**src/rtl/eotp_pkg.sv**
```systemverilog
// Shared types, result codes and constants of the EDNS option TLV parser.
package eotp_pkg;

   localparam int unsigned AreaSizeWidth = 16;
   localparam int unsigned ByteWidth     = 8;
   localparam int unsigned CodeWidth     = 16;
   localparam int unsigned KindWidth     = 3;
   localparam int unsigned MaxResults    = 4;
   localparam int unsigned ResIdxWidth   = $clog2(MaxResults);

   localparam int unsigned MIN_OPTION_HEADER = 4;

   // Input item kinds.
   localparam logic KIND_START = 1'b0;
   localparam logic KIND_BYTE  = 1'b1;

   // Result kinds.
   localparam logic [KindWidth-1:0] RK_NSID   = 3'd0;
   localparam logic [KindWidth-1:0] RK_ALG    = 3'd1;
   localparam logic [KindWidth-1:0] RK_OTHER  = 3'd2;
   localparam logic [KindWidth-1:0] RK_DONE   = 3'd3;
   localparam logic [KindWidth-1:0] RK_SHORT  = 3'd4;
   localparam logic [KindWidth-1:0] RK_BADLEN = 3'd5;

   // Option codes with special handling.
   localparam logic [CodeWidth-1:0] OPT_NSID = 16'd3;
   localparam logic [CodeWidth-1:0] OPT_DAU  = 16'd5;
   localparam logic [CodeWidth-1:0] OPT_DHU  = 16'd6;
   localparam logic [CodeWidth-1:0] OPT_N3U  = 16'd7;

   localparam logic [ByteWidth-1:0] ASCII_ZERO  = 8'h30;
   localparam logic [ByteWidth-1:0] ASCII_COMMA = 8'h2C;
   localparam logic [ByteWidth-1:0] HUNDRED     = 8'd100;
   localparam logic [ByteWidth-1:0] TWO_HUNDRED = 8'd200;
   localparam logic [ByteWidth-1:0] TEN         = 8'd10;

   typedef struct packed {
      logic [KindWidth-1:0] kind;
      logic [CodeWidth-1:0] code;
      logic [ByteWidth-1:0] value;
   } result_type;

   // All results caused by one input beat, in order.
   typedef struct packed {
      logic [ResIdxWidth-1:0]           last_idx;
      result_type [MaxResults-1:0]      res;
   } bundle_type;

endpackage

```
**src/rtl/eotp_if.sv**
```systemverilog
// Valid/ready channel interfaces for option area bytes and parse results.
interface eotp_req_if import eotp_pkg::*; ();
   logic                     valid;
   logic                     ready;
   logic                     kind;
   logic [AreaSizeWidth-1:0] area_size;
   logic [ByteWidth-1:0]     data_byte;

   modport source (output valid, kind, area_size, data_byte, input ready);
   modport sink   (input valid, kind, area_size, data_byte, output ready);
endinterface

interface eotp_rsp_if import eotp_pkg::*; ();
   logic                 valid;
   logic                 ready;
   logic [KindWidth-1:0] result_kind;
   logic [CodeWidth-1:0] tlv_code;
   logic [ByteWidth-1:0] value;
   logic                 last;

   modport source (output valid, result_kind, tlv_code, value, last, input ready);
   modport sink   (input valid, result_kind, tlv_code, value, last, output ready);
endinterface

```
**src/rtl/edns_option_tlv_parser_core.sv**
```systemverilog
// Latency: the first result of a byte or start beat is offered in the cycle after it is
// accepted when the result queue is empty; results queued earlier leave first.
// Throughput: one input beat per cycle while beats yield at most one result and results are
// taken; a beat with more results holds the single result port, and input stalls when both slots fill.
// Reset (synchronous, active high) returns the walker to idle with all counters cleared
// and empties the result queue.
module edns_option_tlv_parser_core import eotp_pkg::*; (
   input  logic       clock,
   input  logic       reset,
   eotp_req_if.sink   req_chan,
   eotp_rsp_if.source rsp_chan
);

   logic       accept;
   logic       push;
   logic       space;
   bundle_type bundle;

   assign req_chan.ready = space;
   assign accept         = req_chan.valid && req_chan.ready;

   eotp_parser u_parser (
      .clock     (clock),
      .reset     (reset),
      .accept    (accept),
      .kind      (req_chan.kind),
      .area_size (req_chan.area_size),
      .data_byte (req_chan.data_byte),
      .push      (push),
      .bundle    (bundle)
   );

   eotp_result_queue u_queue (
      .clock       (clock),
      .reset       (reset),
      .push        (push),
      .push_bundle (bundle),
      .space       (space),
      .rsp         (rsp_chan)
   );

   // The queue is empty right after reset.
   a_reset_empty: assert property (@(posedge clock) reset |=> !rsp_chan.valid)
      else $error("result offered right after reset");

   // A beat taken that is not the last of its bundle leaves more results pending.
   a_more_pending: assert property (@(posedge clock) disable iff (reset)
      (rsp_chan.valid && rsp_chan.ready && !rsp_chan.last) |=> rsp_chan.valid)
      else $error("bundle cut short");

   // Done and short header results carry no option code.
   a_end_code: assert property (@(posedge clock) disable iff (reset)
      (rsp_chan.valid && ((rsp_chan.result_kind == RK_DONE) ||
                          (rsp_chan.result_kind == RK_SHORT))) |-> (rsp_chan.tlv_code == '0))
      else $error("end result with nonzero code");

   // NSID data results belong to the NSID option only.
   a_nsid_code: assert property (@(posedge clock) disable iff (reset)
      (rsp_chan.valid && (rsp_chan.result_kind == RK_NSID)) |-> (rsp_chan.tlv_code == OPT_NSID))
      else $error("NSID byte under another code");

endmodule

```
**src/rtl/eotp_parser.sv**
```systemverilog
// Option TLV walker: per-beat state update and result bundle generation.
module eotp_parser import eotp_pkg::*; (
   input  logic                     clock,
   input  logic                     reset,
   input  logic                     accept,
   input  logic                     kind,
   input  logic [AreaSizeWidth-1:0] area_size,
   input  logic [ByteWidth-1:0]     data_byte,
   output logic                     push,
   output bundle_type               bundle
);

   localparam logic [2:0] PH_IDLE    = 3'd0;
   localparam logic [2:0] PH_CODE_HI = 3'd1;
   localparam logic [2:0] PH_CODE_LO = 3'd2;
   localparam logic [2:0] PH_LEN_HI  = 3'd3;
   localparam logic [2:0] PH_LEN_LO  = 3'd4;
   localparam logic [2:0] PH_DATA    = 3'd5;

   localparam logic [AreaSizeWidth-1:0] MinHeader = AreaSizeWidth'(MIN_OPTION_HEADER);

   logic [2:0]               phase_ff, phase_in;
   logic [AreaSizeWidth-1:0] bytes_rem_ff, bytes_rem_in;
   logic [CodeWidth-1:0]     code_ff, code_in;
   logic [AreaSizeWidth-1:0] data_rem_ff, data_rem_in;
   logic [ByteWidth-1:0]     len_hi_ff, len_hi_in;

   logic [AreaSizeWidth-1:0] bytes_dec;
   logic [AreaSizeWidth-1:0] data_dec;
   logic [AreaSizeWidth-1:0] opt_len;
   logic                     alg_list;

   // Decimal digits of the data byte.
   logic [1:0]           hund;
   logic [ByteWidth-1:0] hund_sub;
   logic [ByteWidth-1:0] rem;
   logic [15:0]          tens_prod;
   logic [3:0]           tens;
   logic [ByteWidth-1:0] tens_x10;
   logic [ByteWidth-1:0] ones;

   logic                 do_boundary;
   logic [2:0]           n;
   result_type [MaxResults-1:0] res;

   function automatic result_type make_res(logic [KindWidth-1:0] k,
                                           logic [CodeWidth-1:0] c,
                                           logic [ByteWidth-1:0] v);
      result_type r;
      r.kind  = k;
      r.code  = c;
      r.value = v;
      return r;
   endfunction

   assign bytes_dec = bytes_rem_ff - AreaSizeWidth'(1);
   assign data_dec  = data_rem_ff - AreaSizeWidth'(1);
   assign opt_len   = {len_hi_ff, data_byte};
   assign alg_list  = (code_ff == OPT_DAU) || (code_ff == OPT_DHU) || (code_ff == OPT_N3U);

   always_comb begin
      if (data_byte >= TWO_HUNDRED) begin
         hund     = 2'd2;
         hund_sub = TWO_HUNDRED;
      end else if (data_byte >= HUNDRED) begin
         hund     = 2'd1;
         hund_sub = HUNDRED;
      end else begin
         hund     = 2'd0;
         hund_sub = '0;
      end
   end

   // For values below 100, (x * 205) >> 11 equals x / 10.
   assign rem       = data_byte - hund_sub;
   assign tens_prod = {8'd0, rem} * 16'd205;
   assign tens      = tens_prod[14:11];
   assign tens_x10  = {1'b0, tens, 3'b000} + {3'b000, tens, 1'b0};
   assign ones      = rem - tens_x10;

   always_comb begin
      phase_in     = phase_ff;
      bytes_rem_in = bytes_rem_ff;
      code_in      = code_ff;
      data_rem_in  = data_rem_ff;
      len_hi_in    = len_hi_ff;
      do_boundary  = 1'b0;
      n            = '0;
      res          = '0;

      if (accept) begin
         if (kind == KIND_START) begin
            bytes_rem_in = area_size;
            code_in      = '0;
            data_rem_in  = '0;
            do_boundary  = 1'b1;
         end else begin
            unique case (phase_ff)
               PH_CODE_HI: begin
                  code_in      = {data_byte, 8'd0};
                  bytes_rem_in = bytes_dec;
                  phase_in     = PH_CODE_LO;
               end
               PH_CODE_LO: begin
                  code_in      = {code_ff[15:8], data_byte};
                  bytes_rem_in = bytes_dec;
                  phase_in     = PH_LEN_HI;
               end
               PH_LEN_HI: begin
                  len_hi_in    = data_byte;
                  bytes_rem_in = bytes_dec;
                  phase_in     = PH_LEN_LO;
               end
               PH_LEN_LO: begin
                  bytes_rem_in = bytes_dec;
                  if (opt_len > bytes_dec) begin
                     res[n[ResIdxWidth-1:0]] = make_res(RK_BADLEN, code_ff, '0);
                     n        = n + 3'd1;
                     phase_in = PH_IDLE;
                  end else if (opt_len == '0) begin
                     do_boundary = 1'b1;
                  end else begin
                     data_rem_in = opt_len;
                     if ((code_ff != OPT_NSID) && !alg_list) begin
                        res[n[ResIdxWidth-1:0]] = make_res(RK_OTHER, code_ff, '0);
                        n = n + 3'd1;
                     end
                     phase_in = PH_DATA;
                  end
               end
               PH_DATA: begin
                  bytes_rem_in = bytes_dec;
                  data_rem_in  = data_dec;
                  if (code_ff == OPT_NSID) begin
                     res[n[ResIdxWidth-1:0]] = make_res(RK_NSID, code_ff, data_byte);
                     n = n + 3'd1;
                  end else if (alg_list) begin
                     if (data_byte >= HUNDRED) begin
                        res[n[ResIdxWidth-1:0]] =
                           make_res(RK_ALG, code_ff, ASCII_ZERO + {6'd0, hund});
                        n = n + 3'd1;
                     end
                     if (data_byte >= TEN) begin
                        res[n[ResIdxWidth-1:0]] =
                           make_res(RK_ALG, code_ff, ASCII_ZERO + {4'd0, tens});
                        n = n + 3'd1;
                     end
                     res[n[ResIdxWidth-1:0]] = make_res(RK_ALG, code_ff, ASCII_ZERO + ones);
                     n = n + 3'd1;
                     if (data_dec != '0) begin
                        res[n[ResIdxWidth-1:0]] = make_res(RK_ALG, code_ff, ASCII_COMMA);
                        n = n + 3'd1;
                     end
                  end
                  if (data_dec == '0) begin
                     do_boundary = 1'b1;
                  end
               end
               default: begin
                  phase_in = PH_IDLE;
               end
            endcase
         end

         // At an option boundary the remaining byte count decides what follows.
         if (do_boundary) begin
            if (bytes_rem_in == '0) begin
               res[n[ResIdxWidth-1:0]] = make_res(RK_DONE, '0, '0);
               n        = n + 3'd1;
               phase_in = PH_IDLE;
            end else if (bytes_rem_in < MinHeader) begin
               res[n[ResIdxWidth-1:0]] = make_res(RK_SHORT, '0, '0);
               n        = n + 3'd1;
               phase_in = PH_IDLE;
            end else begin
               phase_in = PH_CODE_HI;
            end
         end
      end
   end

   assign push            = accept && (n != '0);
   assign bundle.res      = res;
   assign bundle.last_idx = ResIdxWidth'(n - 3'd1);

   always_ff @(posedge clock) begin
      if (reset) begin
         phase_ff     <= PH_IDLE;
         bytes_rem_ff <= '0;
         code_ff      <= '0;
         data_rem_ff  <= '0;
         len_hi_ff    <= '0;
      end else begin
         phase_ff     <= phase_in;
         bytes_rem_ff <= bytes_rem_in;
         code_ff      <= code_in;
         data_rem_ff  <= data_rem_in;
         len_hi_ff    <= len_hi_in;
      end
   end

endmodule

```
**src/rtl/eotp_result_queue.sv**
```systemverilog
// Two-entry queue of result bundles, unrolled onto the result channel one beat at a time.
module eotp_result_queue import eotp_pkg::*; (
   input  logic        clock,
   input  logic        reset,
   input  logic        push,
   input  bundle_type  push_bundle,
   output logic        space,
   eotp_rsp_if.source  rsp
);

   bundle_type             slot_ff [2];
   logic                   wr_ptr_ff, wr_ptr_in;
   logic                   rd_ptr_ff, rd_ptr_in;
   logic [1:0]             count_ff, count_in;
   logic [ResIdxWidth-1:0] idx_ff, idx_in;

   bundle_type head;
   result_type head_res;
   logic       fire;
   logic       head_done;

   assign head     = slot_ff[rd_ptr_ff];
   assign head_res = head.res[idx_ff];

   assign rsp.valid       = (count_ff != 2'd0);
   assign rsp.result_kind = head_res.kind;
   assign rsp.tlv_code    = head_res.code;
   assign rsp.value       = head_res.value;
   assign rsp.last        = (idx_ff == head.last_idx);

   assign fire      = rsp.valid && rsp.ready;
   assign head_done = fire && rsp.last;
   assign space     = (count_ff != 2'd2);

   always_comb begin
      wr_ptr_in = push ? ~wr_ptr_ff : wr_ptr_ff;
      rd_ptr_in = head_done ? ~rd_ptr_ff : rd_ptr_ff;
      count_in  = count_ff + {1'b0, push} - {1'b0, head_done};
      if (head_done) begin
         idx_in = '0;
      end else if (fire) begin
         idx_in = idx_ff + ResIdxWidth'(1);
      end else begin
         idx_in = idx_ff;
      end
   end

   always_ff @(posedge clock) begin
      if (push) begin
         slot_ff[wr_ptr_ff] <= push_bundle;
      end
   end

   always_ff @(posedge clock) begin
      if (reset) begin
         wr_ptr_ff <= 1'b0;
         rd_ptr_ff <= 1'b0;
         count_ff  <= '0;
         idx_ff    <= '0;
      end else begin
         wr_ptr_ff <= wr_ptr_in;
         rd_ptr_ff <= rd_ptr_in;
         count_ff  <= count_in;
         idx_ff    <= idx_in;
      end
   end

endmodule
```
**src/flat_wrapper.sv**
```systemverilog
// flat-port wrapper written by rule: the top's interface ports become plain ports
module edns_option_tlv_parser_core_flat import eotp_pkg::*;
  (clock, reset, req_chan_valid, req_chan_kind, req_chan_area_size, req_chan_data_byte, req_chan_ready, rsp_chan_valid, rsp_chan_result_kind, rsp_chan_tlv_code, rsp_chan_value, rsp_chan_last, rsp_chan_ready);
  eotp_req_if req_chan_i ();
  eotp_rsp_if rsp_chan_i ();
  input  logic clock;
  input  logic reset;
  input wire logic [$bits(req_chan_i.valid)-1:0] req_chan_valid;
  input wire logic [$bits(req_chan_i.kind)-1:0] req_chan_kind;
  input wire logic [$bits(req_chan_i.area_size)-1:0] req_chan_area_size;
  input wire logic [$bits(req_chan_i.data_byte)-1:0] req_chan_data_byte;
  output wire logic [$bits(req_chan_i.ready)-1:0] req_chan_ready;
  output wire logic [$bits(rsp_chan_i.valid)-1:0] rsp_chan_valid;
  output wire logic [$bits(rsp_chan_i.result_kind)-1:0] rsp_chan_result_kind;
  output wire logic [$bits(rsp_chan_i.tlv_code)-1:0] rsp_chan_tlv_code;
  output wire logic [$bits(rsp_chan_i.value)-1:0] rsp_chan_value;
  output wire logic [$bits(rsp_chan_i.last)-1:0] rsp_chan_last;
  input wire logic [$bits(rsp_chan_i.ready)-1:0] rsp_chan_ready;
  assign req_chan_i.valid = req_chan_valid;
  assign req_chan_i.kind = req_chan_kind;
  assign req_chan_i.area_size = req_chan_area_size;
  assign req_chan_i.data_byte = req_chan_data_byte;
  assign req_chan_ready = req_chan_i.ready;
  assign rsp_chan_valid = rsp_chan_i.valid;
  assign rsp_chan_result_kind = rsp_chan_i.result_kind;
  assign rsp_chan_tlv_code = rsp_chan_i.tlv_code;
  assign rsp_chan_value = rsp_chan_i.value;
  assign rsp_chan_last = rsp_chan_i.last;
  assign rsp_chan_i.ready = rsp_chan_ready;
  edns_option_tlv_parser_core u_core (.clock(clock), .reset(reset), .req_chan(req_chan_i), .rsp_chan(rsp_chan_i));
endmodule
```
**config.mk**
```make
export PLATFORM = sky130hd
export DESIGN_NAME = edns_option_tlv_parser_core_flat
export DESIGN_NICKNAME = d
export VERILOG_FILES = /design/src/rtl/eotp_pkg.sv /design/src/rtl/eotp_if.sv /design/src/rtl/edns_option_tlv_parser_core.sv /design/src/rtl/eotp_parser.sv /design/src/rtl/eotp_result_queue.sv /design/src/flat_wrapper.sv
export SDC_FILE = /design/constraint.sdc
export NUM_CORES = 1
export LEC_CHECK = 0
export BUFFER_PORTS_ARGS = -buffer_cell sky130_fd_sc_hd__buf_2
export CORE_ASPECT_RATIO = 1.2
export CORE_MARGIN = 5
export CORE_UTILIZATION = 57
export DETAILED_ROUTE_END_ITERATION = 12
export PLACE_DENSITY = 0.77
export SYNTH_ARGS = -nofsm -noshare
export SYNTH_HDL_FRONTEND = slang
export SYNTH_SLANG_ARGS = --single-unit
export TNS_END_PERCENT = 30
```
**constraint.sdc**
```tcl
create_clock -name clock -period 9.1 [get_ports clock]
set_clock_uncertainty 0.2 [all_clocks]
set_input_delay 1.82 -clock clock [delete_from_list [all_inputs] [get_ports clock]]
set_output_delay 1.82 -clock clock [all_outputs]
set_load 0.02 [all_outputs]
```
==> qor.yml, run 1 <==
route:
  post_route_drc: 0
  num_vias: 10960
  vias_per_cell: 6.008
  post_drt_wl_per_cell_um: 19.58
  drt-initial-drc-count: 1004
  detailedRoute.firstPassIterationCount: 5
  wl_um: 35710
  ant_nets: 0
layout:
  nNetsFinal: 1588
  final_core_utilization_pct: 65.07
  final_cell_mix: "sky130_fd_sc_hd__edfxtp_1, sky130_fd_sc_hd__nor2_1, sky130_fd_sc_hd__nand2_1"
  layout-drive-gt1-share_pct: 17.39
  multi_input_comb_area_mm2: 0.007551
  leading_cell_type_in_the_layout_fill_and_taps_excluded: "sky130_fd_sc_hd__edfxtp_1"
  area_of_all_sequential_standard_cells_mm2: 0.007933
  insertedDiodeCount: 0
  synthToLayoutAreaGrowth_pct: 12.63
  final.fill_count: 2086
timing:
  timing.max_slew.rel_slack_pct: 36.84
  achievable-frequency_mhz: 116.3
  holdWs_ns: 0.2714
  hold_violations: 0
  setup_total_negative_slack_ns: 0
  grt_setup_unrepaired: "false"
  setup_violations: 0
  period_utilization_post_route_pct: 94.52
  worst_pin_slew_ns: 0.9474
  period_needed_ns: 8.601
  drv_slew: 0
cts:
  cts_root_buffer: "sky130_fd_sc_hd__clkbuf_16"
  insertion_delay_ns: 0.55
  clock_tree_from_tritoncts: "yes"
  clkTransAtPathRegs_ns: 0.06
  ctsHoldBuffers: 0
  ctsHtreeMaxLevel: 1
  cts_inserted_buffers: 28
  clkSinkCount: 286
  cts_max_path_bufs: 3
die:
  ios: 59
  die_w_um: 161.5
  die_height_um: 191.8
  rows: 66
  initial_standard_cell_utilization_of_the_core_pct: 57.77
  fp.dieArea_mm2: 0.03097
  fp.coreArea_mm2: 0.02717
yosys:
  post_synth_edffs: 220
  seq_area_frac_synth_pct: 50.51
  synth.distinct_cells: 83
  post_synth_inst_count: 1338
  asyncSetResetFlopFracSynth_pct: 0
  cell_taking_the_most_area_after_synthesis: "sky130_fd_sc_hd__edfxtp_1"
  yosys.area.top_type_share_pct: 42.09
  netlist_area_mm2: 0.01570
  synth.avg_cell_area_um2: 11.73
  synth_warnings: 0
  synth_flop_cell: "sky130_fd_sc_hd__edfxtp_1"
  yosys_register_bits: 286
  most_area_consuming_cells_after_synthesis: "sky130_fd_sc_hd__edfxtp_1, sky130_fd_sc_hd__dfxtp_1, sky130_fd_sc_hd__mux4_2"
global_routing:
  grt_pass1_wl_um: 57330
  vias_in_the_first_global_route: 10840
  groute.usage.overall_pct: 23.04
  grt_max_degree: 78
  grt-ovfl-total: 0
  grt_antenna_before_repair: 0
job:
  cap_viol_max_count: 0
worst_setup_path:
  max_fanout_on_critical_path: 6
  critical_path.endpoint_type: "flip-flop"
  worst_path_max_delay_cell: "sky130_fd_sc_hd__fa_1"
  timing.critical_path.slowest_cell_delay_ns: 0.49
  worstPathRequired_ns: 9.16
  critical-path-top-cell-by-count: "sky130_fd_sc_hd__ha_1"
  worst_ep_arrival_time_ns: 8.66
  setup.worst_path.class: "input pin to flip-flop"
  setup.worst_path.start_class: "input pin"
pwr:
  p_leak_nw: 7.029
  max-vdd-ir-drop_mv: 0.7673
  power.density_cell_area_mw_per_mm2: 312.7
placement:
  port_buffers: 58
  routabilityCongestion: 0.9446
  place.detailed.hpwl_um: 24660
outcome:
  status: "finished, final reports clean"
min_path:
  worst_hold_path_type: "flip-flop to flip-flop"
## path summary, 6_finish.rpt
kind                                   start                             to  slack [ns]  cells after the start
min              u_core.u_parser.code_ff[15]    u_core.u_parser.code_ff[15]        0.27                      2
max                    req_chan_data_byte[3]   u_core.u_queue.slot_ff[1][7]        0.50                     34
min reg2reg      u_core.u_parser.code_ff[15]    u_core.u_parser.code_ff[15]        0.27                      2
max reg2reg  u_core.u_parser.bytes_rem_ff[0]  u_core.u_queue.slot_ff[1][56]        2.20                     19
## routing by layer
metal / vias to the layer above / global-route usage [%] / wire, um
met5: - / 0 / 0
met4: 0 / 8.139 / 1228
met3: 82 / 2.898 / 1851
met2: 343 / 38.97 / 17650
met1: 5330 / 30.96 / 14980
li1: 5203 / - / -
## kinds of logic after synthesis
| logic type | Yosys count | synth area share [%] |
|---|---|---|
| xor+xnor | 57 | 3.181 |
| other cells | 1 | 0.02389 |
| flops | 286 | 50.51 |
| simple gates | 424 | 13.86 |
| fa+ha+maj | 95 | 8.099 |
| buf+inv | 139 | 3.491 |
| compound gates | 234 | 9.805 |
| mux | 102 | 11.03 |
## flip-flops by register name, summed over array words and instances (netlist names), named ones only
name and flops:
u_core.u_parser.len_hi_ff 8, u_core.u_queue.rd_ptr_ff 1, u_core.u_queue.wr_ptr_ff 1, u_core.u_queue.idx_ff 2, u_core.u_parser.data_rem_ff 16, u_core.u_parser.code_ff 16
u_core.u_queue.count_ff 2, u_core.u_parser.phase_ff 3, u_core.u_parser.bytes_rem_ff 16, u_core.u_queue.slot_ff 220
## synth_stat cells, drive strengths merged, types with 5 or more instances
library cell	count
mux2	28
nand3b	7
inv	63
or4	6
nand2	104
a21oi	90
xnor2	37
nor2b	7
o2111ai	12
a31oi	5
mux4	54
buf	18
xor2	20
and2	24
o21bai	6
or2	11
or3	7
o31ai	13
nor3	32
nand2b	12
a22oi	17
nor3b	7
edfxtp	220
nor4	18
clkbuf	57
mux2i	20
o21ai	32
a21o	14
ha	84
dfxtp	66
nor2	112
nand3	29
nand4	16
fa	11
and3	8
## repair_timing
item	in CTS	in global routing
resized for setup	0	6
setup buffers	0	2
setup endpoints to repair	0	14
## metrics by stage
| stage | total power, W | setup slack (ns) | std cells | cell area, um^2 |
|---|---|---|---|---|
| CTS | 0.005467 | 0.3234 | 1822 | 17640 |
| detailed placement | 0.004258 | -0.2132 | 1772 | 16680 |
| global route | 0.005910 | 0.01450 | 1824 | 17680 |
| floorplan | 0.003567 | 0.05253 | 1415 | 16000 |
| finish | 0.005528 | 0.4985 | 1824 | 17680 |
| global placement | 0.004231 | 0.07856 | 1772 | 16680 |
## critical path, delay by kind of cell
kind,cells,cell delay [ns]
buffers and inverters,5,0.45
xor gates and xnor gates,5,0.85
AOI/OAI and AO/OA,12,2.12
and+or+nand+nor,3,0.35
adders and majority gates,9,3.11
## where the power goes
part	switching (W)	internal (W)
logic	0.00168	0.00124
registers	0.0000133	0.00140
clock network	0.000482	0.000705
## layout make-up
| cell class | instances | share of cell area [%] |
|---|---|---|
| flip-flops and latches | 286 | 44.87 |
| repair buffers | 94 | 3.241 |
| clock inverters | 15 | 1.132 |
| clock buffers | 35 | 4.282 |
| well taps | 340 | 2.406 |
| multi-input cells | 990 | 42.71 |
| inverters | 64 | 1.359 |
Power figures use the tool's default switching activity.
==> run 2, diff against run 1 <==
--- a/config.mk
+++ b/config.mk
@@ -8,9 +8,9 @@
 export BUFFER_PORTS_ARGS = -buffer_cell sky130_fd_sc_hd__buf_2
 export CORE_ASPECT_RATIO = 1.2
 export CORE_MARGIN = 5
-export CORE_UTILIZATION = 57
+export CORE_UTILIZATION = 25
 export DETAILED_ROUTE_END_ITERATION = 12
-export PLACE_DENSITY = 0.77
+export PLACE_DENSITY = 0.38
 export SYNTH_ARGS = -nofsm -noshare
 export SYNTH_HDL_FRONTEND = slang
 export SYNTH_SLANG_ARGS = --single-unit
==> run 2 against run 1 <==
Effect of this change: setup slack worse by 0.025 ns; core utilization down 35 points; via count down 1.7%; clock-buffer cell count up 9; critical endpoint is now u_core.u_queue.slot_ff[0][7]; die area up 120%; sequential cell count unchanged; final area up 4.4%; largest cell class unchanged; clock power up 12%; sequential share of layout area down 1.9 points; register-to-register slack worse by 0.04 ns; non-clock buffer count up 6; power up 6.5%; critical path type unchanged.
==> qor.yml, run 2 (synthesized netlist as in run 1, its figures left out) <==
outcome:
  status: "finished, final reports clean"
route:
  num_vias: 10770  # -1.7%
  detail_route_met2_wl_um: 21570  # +22%
  ant_nets: 0  # unchanged
  drt-initial-drc-count: 577  # -43%
  wl_um: 44210  # +24%
  post_route_drc: 0  # unchanged
  route.layer.met1.wl_um: 20220  # +35%
  met3_routed_wirelength_um: 1354  # -27%
  post_drt_wl_per_cell_um: 19.07  # -2.6%
  maxUsedRoutingLayer: "met4"
  detailedRoute.firstPassIterationCount: 6  # +1
  vias_per_cell: 4.643  # -23%
layout:
  final_core_utilization_pct: 29.68  # -35 points
  layout-drive-gt1-share_pct: 17.79  # +0.40 points
  nNetsFinal: 1601  # +0.82%
  largest_register_ff_count: 220  # unchanged
  largest_register: "u_core.u_queue.slot_ff"
  leading_cell_type_in_the_layout_fill_and_taps_excluded: "sky130_fd_sc_hd__edfxtp_1"
  final_cell_mix: "sky130_fd_sc_hd__edfxtp_1, sky130_fd_sc_hd__nor2_1, sky130_fd_sc_hd__nand2_1"
  synthToLayoutAreaGrowth_pct: 17.59
cts:
  cts_inserted_buffers: 35  # +25%
  clock_tree_from_tritoncts: "yes"
  insertion_delay_ns: 0.56  # about the same
  cts_max_path_bufs: 3  # unchanged
  cts_root_buffer: "sky130_fd_sc_hd__clkbuf_16"
  postCtsSetupRepairBufs: 0  # unchanged
  clkSinkCount: 286  # unchanged
  ctsHtreeMaxLevel: 2  # +1
  clkTransAtPathRegs_ns: 0.06  # about the same
worst_setup_path:
  timing.critical_path.slowest_cell_delay_ns: 0.49  # about the same
  worst_ep_arrival_time_ns: 8.71  # +0.05 ns
  critical-path-top-cell-by-count: "sky130_fd_sc_hd__ha_1"
  critPathBufInv: 3  # -2
  setup.worst_path.class: "input pin to flip-flop"
  worstPathRequired_ns: 9.18  # +0.02 ns
  worst_path_max_delay_cell: "sky130_fd_sc_hd__fa_1"
  timing.critical_path.max_delay_family: "adder cells"
  max_fanout_on_critical_path: 4  # -2
  setup.worst_path.start_class: "input pin"
  critical_path.endpoint_type: "flip-flop"
timing:
  period_needed_ns: 8.627  # +0.02538 ns
  timing.max_slew.rel_slack_pct: 29.65  # -7.2 points
  hold_violations: 0  # unchanged
  drv_slew: 0  # unchanged
  period_utilization_post_route_pct: 94.80  # +0.28 points
  grt_setup_unrepaired: "false"
  achievable-frequency_mhz: 115.9  # -0.29%
  worst_pin_slew_ns: 1.055  # +0.1079 ns
  setup_ws_ns: 0.4731  # -0.02538 ns
  setup_violations: 0  # unchanged
  holdWs_ns: 0.2729  # +0.001459 ns
  setup_total_negative_slack_ns: 0  # unchanged
die:
  rows: 100  # +52%
  die_height_um: 284.5  # +48%
  die_w_um: 238.7  # +48%
  initial_standard_cell_utilization_of_the_core_pct: 25.24  # -33 points
  ios: 59  # unchanged
  fp.dieArea_mm2: 0.06792  # +120%
  fp.coreArea_mm2: 0.06218  # +130%
placement:
  routabilityCongestion: 0.8059  # -15%
  place.detailed.hpwl_um: 31090  # +26%
  pre_cts_slack_ns: -0.1718  # +0.04136 ns
  port_buffers: 58  # unchanged
pwr:
  switchingPower_w: 0.002308  # +5.8%
  clock_power_share_pct: 22.5  # +1.0 points
  share_seq_of_total_power_pct: 24.0  # -1.6 points
  power.internal_w: 0.003580  # +7.0%
  max-vdd-ir-drop_mv: 0.6107  # -20%
  p_leak_nw: 7.122  # +1.3%
  power.switching_fraction_pct: 39.20  # -0.25 points
  power.total_w: 0.005888  # +6.5%
  power.density_cell_area_mw_per_mm2: 319.0  # +2.0%
  combPwrFrac_pct: 53.5  # +0.5 points
min_path:
  worst_hold_path_type: "flip-flop to flip-flop"
global_routing:
  grt_pass1_wl_um: 68700  # +20%
  vias_in_the_first_global_route: 11070  # +2.1%
  grt_antenna_before_repair: 2  # +2
  grt-ovfl-total: 0  # unchanged
  grt_max_degree: 66  # -15%
  groute.usage.overall_pct: 12.94  # -10 points
job:
  cap_viol_max_count: 0  # unchanged
run 2: cell types whose count changed in the layout (fill, tap and decap cells not counted), sizes merged:
cell / before / now
diode: 0 / 2
bufinv: 4 / 1
inv: 63 / 65
clkbuf: 35 / 44
clkinv: 10 / 14
clkinvlp: 2 / 1
buf: 94 / 100
run 2: path summary, 6_finish.rpt:
check	startpoint	to	slack, ns	cells past startpoint
min reg2reg	u_core.u_parser.code_ff[12]	u_core.u_parser.code_ff[12]	0.27	2
max reg2reg	u_core.u_parser.bytes_rem_ff[0]	u_core.u_queue.slot_ff[1][74]	2.16	19
min	u_core.u_parser.code_ff[12]	u_core.u_parser.code_ff[12]	0.27	2
max	req_chan_data_byte[3]	u_core.u_queue.slot_ff[0][7]	0.47	35
run 2: area by class of cell:
type	count	area, um^2
multi-input cells	990	7553
diodes	2	5.005
repair buffers	100	630.6
flip-flops and latches	286	7933
fillers	6415	43730
inverters	64	240.2
clock inverters	17	155.1
clock buffers	44	919.6
well taps	816	1021
run 2: stage by stage:
step	instance area, um^2	instances
2_1_floorplan	16000	1415
3_3_place_gp	17350	2256
3_5_place_dp	17350	2256
4_1_cts	18430	2317
5_1_grt	18460	2318
6_report	18460	2319
run 2: what timing repair did:
item / in CTS / in global routing
hold buffers: 0 / 0
setup endpoints to repair: 0 / 8
resized for setup: 0 / 4
run 2: power by group through the flow:
stage / Combinational, W / Sequential, W / Clock, W
finish: 0.00315 / 0.00141 / 0.00133
global route: 0.00354 / 0.00141 / 0.00143
CTS: 0.00314 / 0.00141 / 0.00138
detailed placement: 0.00311 / 0.00144 / 0
global placement: 0.00312 / 0.00144 / 0
floorplan: 0.00213 / 0.00143 / 0
run 2: per-layer routing:
metal / vias up / GRT usage, %
met1: 5334 / 17.40
met2: 148 / 21.67
met3: 54 / 1.920
li1: 5231 / -
met5: - / 0
met4: 0 / 3.746
run 2: worst register-to-register path, delay by kind of cell (launching register included):
| kind | cells | cell delay (ns) |
|---|---|---|
| compound gates | 6 | 1.61 |
| xor+xnor | 1 | 0.11 |
| simple gates | 6 | 2.70 |
| fa+ha+maj | 3 | 0.97 |
| buf+inv | 3 | 0.67 |
| flops | 1 | 0.34 |
